## src/hw/rtl/osts_pkg.sv

```systemverilog
// Shared constants and types for the order-statistic counting tree.
`timescale 1ns / 1ps
package osts_pkg;
    localparam int KEY_W   = 10;
    localparam int CMD_W   = 2;
    localparam int COUNT_W = 16;
    localparam logic [COUNT_W-1:0] COUNT_MAX = '1;

    localparam logic [CMD_W-1:0] CMD_INSERT = 2'd0;
    localparam logic [CMD_W-1:0] CMD_SELECT = 2'd1;
    localparam logic [CMD_W-1:0] CMD_CLEAR  = 2'd2;

    typedef struct packed {
        logic valid;
        logic sel;
    } t_walk;
endpackage

```

## src/hw/rtl/osts_cell.sv

```systemverilog
// One tree level: its left counts, the step that updates one of them and the turn taken.
`timescale 1ns / 1ps
module osts_cell #(
    parameter int LEVELS = 10,
    parameter int LVL    = 0
) (
    input  logic                          i_clk,
    input  logic                          i_rst_n,
    input  osts_pkg::t_walk               i_walk,
    input  logic [LEVELS-1:0]             i_node,
    input  logic [osts_pkg::KEY_W-1:0]    i_rank,
    input  logic                          i_key_bit,
    input  logic                          i_clr,
    input  logic [LEVELS-2:0]             i_clr_addr,
    output osts_pkg::t_walk               o_walk,
    output logic [LEVELS-1:0]             o_node,
    output logic [osts_pkg::KEY_W-1:0]    o_rank
);
    import osts_pkg::*;

    localparam int IW    = (LVL == 0) ? 1 : LVL;
    localparam int DEPTH = 1 << IW;

    logic [COUNT_W-1:0] r_mem [DEPTH];
    logic [COUNT_W-1:0] r_cnt;
    t_walk              r_walk;
    logic [LEVELS-1:0]  r_node;
    logic [KEY_W-1:0]   r_rank;
    logic               go_right;
    logic [COUNT_W-1:0] n_cnt;

    always_comb begin
        if (r_walk.sel) begin
            go_right = (r_cnt <= COUNT_W'(r_rank));
            n_cnt    = r_cnt - COUNT_W'(1);
        end else begin
            go_right = i_key_bit;
            n_cnt    = (r_cnt == COUNT_MAX) ? r_cnt : r_cnt + COUNT_W'(1);
        end
    end

    always_ff @(posedge i_clk) begin
        if (i_clr) begin
            r_mem[i_clr_addr[IW-1:0]] <= '0;
        end else if (r_walk.valid && !go_right) begin
            r_mem[r_node[IW-1:0]] <= n_cnt;
        end
        if (i_walk.valid) begin
            r_cnt <= r_mem[i_node[IW-1:0]];
        end
        r_node <= i_node;
        r_rank <= i_rank;
    end

    always_ff @(posedge i_clk) begin
        if (!i_rst_n) begin
            r_walk <= '0;
        end else begin
            r_walk <= i_walk;
        end
    end

    assign o_walk = r_walk;
    assign o_node = {r_node[LEVELS-2:0], go_right};
    assign o_rank = (r_walk.sel && go_right) ? r_rank - r_cnt[KEY_W-1:0] : r_rank;
endmodule

```

## config.mk

```make
export PLATFORM = sky130hd
export DESIGN_NAME = osts_cell
export DESIGN_NICKNAME = d
export VERILOG_FILES = /design/src/hw/rtl/osts_pkg.sv /design/src/hw/rtl/osts_cell.sv
export SDC_FILE = /design/constraint.sdc
export NUM_CORES = 1
export LEC_CHECK = 0
export ABC_AREA = 1
export ABC_CLOCK_PERIOD_IN_PS = 2850
export BUFFER_PORTS_ARGS = -buffer_cell sky130_fd_sc_hd__buf_2
export CORE_MARGIN = 4
export CORE_UTILIZATION = 40
export CTS_CLUSTER_DIAMETER = 100
export DETAILED_ROUTE_END_ITERATION = 8
export PLACE_DENSITY = 0.72
export SYNTH_ARGS = -nofsm -noshare
export SYNTH_HDL_FRONTEND = slang
export SYNTH_SLANG_ARGS = --single-unit
```

## constraint.sdc

```tcl
create_clock -name i_clk -period 2.85 [get_ports i_clk]
set_input_delay 0.57 -clock i_clk [delete_from_list [all_inputs] [get_ports i_clk]]
set_output_delay 0.57 -clock i_clk [all_outputs]
set_load 0.1 [all_outputs]
```

* Word-level counts from Yosys, hierarchy flattened
Memory sizes are Yosys's and may differ from the RTL's. A register that Yosys moved wholly into a read port is not among the register bits. Index checks and enable logic that the tools add are counted.
Word-level totals: memory bits (writable) 32, memories 1, bits in registers 21, output and inout port bits 22, bits of input ports 35, word-level logic and storage cells 26
Operators by class: add/subtract/negate cells 3, magnitude comparators 1, equal/unequal tests 1, reduce and logical (&&, ||, !) cells 4, mux-type cells 12
Memory list:
- r_mem | words 2, bits a word 16, rd ports 1, clocked after memory_dff 1, write ports 1, RTL line osts_cell.sv:24 | logic [COUNT_W-1:0] r_mem [DEPTH];
Operators by type and width (count):
- $mux W16 | 3
- $add A16 B1 Y16 const B | 1
- $eq A16 B16 Y1 const B | 1
- $le A16 B10 Y1 | 1
- $reduce_or A16 Y1 | 1
- $sub A16 B1 Y16 const B | 1
- $mux W10 | 1
- $sub A10 B10 Y10 | 1
- $mux W1 | 8
- $logic_and A1 B1 Y1 | 2
- $logic_not A1 Y1 | 1

* Logic depth before layout (Yosys ltp)
word-level depth 9, mapped depth 15, gate-level depth less buffers 15

* Least setup slack after synthesis
No wires, ideal clock.
kind register -> output, from register r_cnt[3] (read register of r_mem), to output port o_rank[8] (netlist bit), path buffers 0, arrival time 3.747 ns, stages on the path, launching flop included 9, data required time 2.280 ns, setup slack -1.467 ns, cell sequence edfxtp_1 > inv_1 > ha_1 > nand2_1 > nor2_1 > a211oi_1 > o21ai_0 > xor2_1 > o21ai_0
Between the ends: longest elaborated chain between the ends 4, elaborated cells on any way between the ends 5, those cells by class add/sub (1); order compare (1); mux (2); reduce/logical (1)
Ends and longest elaborated chain:
- start: declaration | RTL line osts_cell.sv:25 | logic [COUNT_W-1:0] r_cnt;
- $le A16 B10 Y1 | RTL line osts_cell.sv:34 | go_right = (r_cnt <= COUNT_W'(r_rank));
- $mux W1 | RTL line osts_cell.sv:33 | if (r_walk.sel) begin
- $logic_and A1 B1 Y1 | RTL line osts_cell.sv:65 | assign o_rank = (r_walk.sel && go_right) ? r_rank - r_cnt[KEY_W-1:0] : r_rank;
- $mux W10 (*) | RTL line osts_cell.sv:65
- end: declaration | RTL line osts_cell.sv:17 | output logic [osts_pkg::KEY_W-1:0] o_rank
Mark *: on every way between the ends. The rest lies on a longest branch, timed or not.

* Final worst setup path
from register r_cnt[9] (read register of r_mem), to output port o_rank[2] (netlist bit)
Between the ends: longest elaborated chain between the ends 4
Ends and longest elaborated chain (RTL line):
- $le A16 B10 Y1 | osts_cell.sv:34
- $mux W1 | osts_cell.sv:33
- $logic_and A1 B1 Y1 | osts_cell.sv:65
- $mux W10 | osts_cell.sv:65
Every way passes these cells.

==> impl_metrics.csv <==
group,metric,value,unit
cts,clockRootBuffer,"clkbuf_8",
power,peakVddDrop,0.000347,V
power,net-switching-power,0.789,mW
finish,areaGrowthSynthToFinish,30.9,%
sta,fin_crit_sh,1.01,
floorplan,fp.dieH,107,um
sta,finalSetupViolations,2,
critical_path,ff2ff_path_depth,15,
sta,layout_setup_ws,-0.0286,ns
power,swShare,0.319,
critical_path,timing.critical_path.from_type,"flop",
worst_hold_path,hold_depth,1,
power,power.total,2.47,mW
synth,synth-edff-count,48,
global_routing,grt_antenna_before_repair,0,
critical_path,slowest_stage,"edfxtp_1",
place,io_buffers,47,
synth,yosys.cell_count.top_type,"nand2_1",
place,place_congestion,0.957,
outcome,failed_checks,"negative setup slack",
sta,slew_viol_final,0,
worst_hold_path,hp-class,"input port to flop",
sta,worst_hold_slack,0.315,ns
finish,n_antenna_cell,0,
synth,synth_nets,478,
sta,relSlewSlack,0.674,
finish,fin_cells,631,
floorplan,rows,35,
worst_hold_path,hold_start,"i_node[8]",
synth,dominantRegCellSynth,"edfxtp_1",
routing,wirelength,9230,um
routing,final_antenna_net_count,0,
synth,avgSynthCellArea,9.36,um2
critical_path,crit_path_max_fanout,8,
sta,tns,-0.0436,ns
floorplan,ioPinCount,57,
global_routing,grt_max_degree,18,
synth,ys_ff_latch,69,
critical_path,worstSetupEndpointType,"output pin",
global_routing,grt_pass1_wl,14700,um
critical_path,cp_num_buf_inv,3,
synth,synth_warnings,0,
critical_path,worstSetupPathType,"flop to output pin",
synth,netlist_top_cells_area,"edfxtp_1 37%, dfxtp_1 11%, nand2_1 8.2%, ha_1 6.7%, xor2_1 5.6%",
finish,fin_util,0.548,
critical_path,cp.depth,13,
floorplan,initial_core_util,0.418,
critical_path,r2r_start,"r_cnt[9]",
sta,fin_skew,0.00706,ns
synth,synth_top_area_share,0.366,
global_routing,globalRouteTotalUtil,0.163,
power,clkPwrFrac,0.273,
floorplan,dieArea,11500,um2
synth,syn_area,3940,um2
global_routing,globalRoute.totalOverflow,0,
floorplan,die_x,107,um
synth,synth.distinct_cells,38,
cts,clock_path_buffers,2,
sta,tightest_slew,0.492,ns
worst_hold_path,min_to,"r_node[8]",
critical_path,crit_path_start,"r_cnt[9]",
critical_path,worst_ep_arrival_time,2.31,ns
finish,filler_cell_count,812,
finish,drive_gt1_frac,0.371,
critical_path,worstPathRequired,2.28,ns
synth,synth_top_area_cell,"edfxtp_1",
synth,synthCells,421,
sta,min_period,2.88,ns
routing,remaining_drc_errors,0,
power,power.density,480,nW/um2
critical_path,cp_cell_sequence,"ha_4 -> nand2_2 -> inv_2 -> nand2_4 -> nor2_4 -> nand2_2 -> nand3_2 -> nand2_4 -> nand2_4 -> buf_6 -> nand2_1 -> o21ai_4 -> buf_12",
power,power_frac_comb,0.252,
cts,cts_buffers,9,
sta,rsz0062_at_grt,"yes",
cts,holdBufCountCts,0,
critical_path,r2r_slack,0.38,ns
synth,synthArstFlopShare,0,
sta,timing_hold_violations_final,0,
synth,yosys-top-cells-count,"86 x nand2_1, 48 x edfxtp_1, 48 x inv_1, 31 x nor2_1, 25 x xor2_1",
critical_path,critPathTopFamily,"simple AND/OR/NAND/NOR gates",
routing,drt_iter0_markers,182,
global_routing,grt_pass1_vias,3168,
finish,fin_area,5160,um2
sta,fmax,0.347,GHz
routing,firstDrtPassIters,4,
routing,vias,3144,
cts,cts_tree,"done",
power,p_seq_frac,0.475,
power,intPower,1.68,mW
routing,wl_per_cell,14.6,um
place,pre_cts_ws,0.208,ns
cts,path_clk_slew,0.07,ns
critical_path,r2r-end,"r_mem[0][8]",
place,post-dp-hpwl,6210,um
place,dp.cells,601,
place,place_area,4610,um2
critical_path,cpPeakStageDelay,0.46,ns
cts,cts_sinks,69,
synth,seq_area_frac_synth,0.473,
routing,viasPerCell,4.98,
cts,clkLatencyLatePin,0.35,ns
power,leakagePower,2.24,nW
cts,h-tree-depth,3,
outcome,status,"complete, but fails checks",
finish,fin_nets,554,
floorplan,coreArea,9420,um2
critical_path,timing.critical_path.mode_cell,"nand2_4",
run,drv_cap,0,
-- worst register-to-register path, stage by stage (launching register included) --
cell	delay [ns]
edfxtp_1	0.46
ha_4	0.32
nand2_2	0.05
inv_2	0.06
nand2_4	0.05
nor2_4	0.12
nand2_2	0.07
nand3_2	0.08
nand2_4	0.06
buf_4	0.14
a21oi_4	0.17
nand2_1	0.07
nand2_1	0.06
inv_1	0.06
nor2_2	0.11
buf_4	0.27
-- power groups by stage --
stage | clock (mW) | combinational (mW) | sequential (mW)
finish | 0.674 | 0.623 | 1.17
floorplan | 0 | 0.326 | 1.25
global route | 0.742 | 0.672 | 1.18
detailed placement | 0 | 0.532 | 1.19
global placement | 0 | 0.522 | 1.19
CTS | 0.704 | 0.589 | 1.17
-- routing by layer --
layer  share of wire  vias to the layer above  track usage
met1            0.42                     1462        0.190
met3           0.066                       21       0.0512
met5               0                        -            0
li1                -                     1540            -
met4           0.017                        0       0.0676
met2            0.50                      121        0.274
-- registers in the layout (all words and copies together) (netlist names) --
register / cells
o_walk: 2
r_cnt: 16
r_node: 9
r_rank: 10
r_mem: 32
-- worst max path at each step --
stage,slack (ns),end
final,-0.03,o_rank[2]
after global routing,-0.16,o_rank[2]
after CTS,-0.02,o_rank[6]
after detailed placement,0.21,o_rank[8]
after global placement,0.23,o_rank[8]
after floorplan,-0.21,o_rank[0]
-- area by class of cell --
cell class | instances | area, um2 | area share
clock inverters | 3 | 23.8 | 0.00461
flip-flops and latches | 69 | 1860 | 0.361
multi-input cells | 288 | 2110 | 0.410
repair buffers | 79 | 661 | 0.128
inverters | 50 | 194 | 0.0376
clock buffers | 13 | 139 | 0.0269
well taps | 129 | 161 | 0.0313
-- cells by family after synthesis --
| kind of cell | count (synthesis) | share of synthesized area |
|---|---|---|
| compound gates | 40 | 0.0553 |
| xor+xnor | 27 | 0.0600 |
| fa+ha+maj | 22 | 0.0718 |
| buf+inv | 64 | 0.0692 |
| flops | 69 | 0.473 |
| mux | 16 | 0.0457 |
| simple gates | 183 | 0.225 |
-- what timing repair did --
item,in CTS,in global routing
resized for setup,36,23
setup endpoints to repair,10,11
buffers inserted,9,5
cloned,0,0
pin swaps,15,11
-- layout by cell type (no fill, tap or decap), types with 2 or more instances in the layout --
cell type,count
ha_1,11
o21ai_2,2
nor2_4,3
buf_2,36
edfxtp_1,48
ha_4,10
nor3_1,10
o21ai_4,9
nor2_2,13
o21ai_0,9
inv_2,9
nand4_4,2
nor2_1,28
clkbuf_1,4
a21oi_1,7
inv_1,39
nand4_1,3
mux2_2,16
buf_12,12
nand2_1,79
nor3_2,2
buf_6,2
nand3_1,24
nand2_4,3
a211oi_2,2
nand3_2,4
dfxtp_1,20
clkinvlp_4,3
a21oi_2,4
xor2_1,25
buf_4,29
xnor2_1,2
clkbuf_8,9
o21ai_1,3
nand2_2,8
Power figures use the tool's default switching activity.
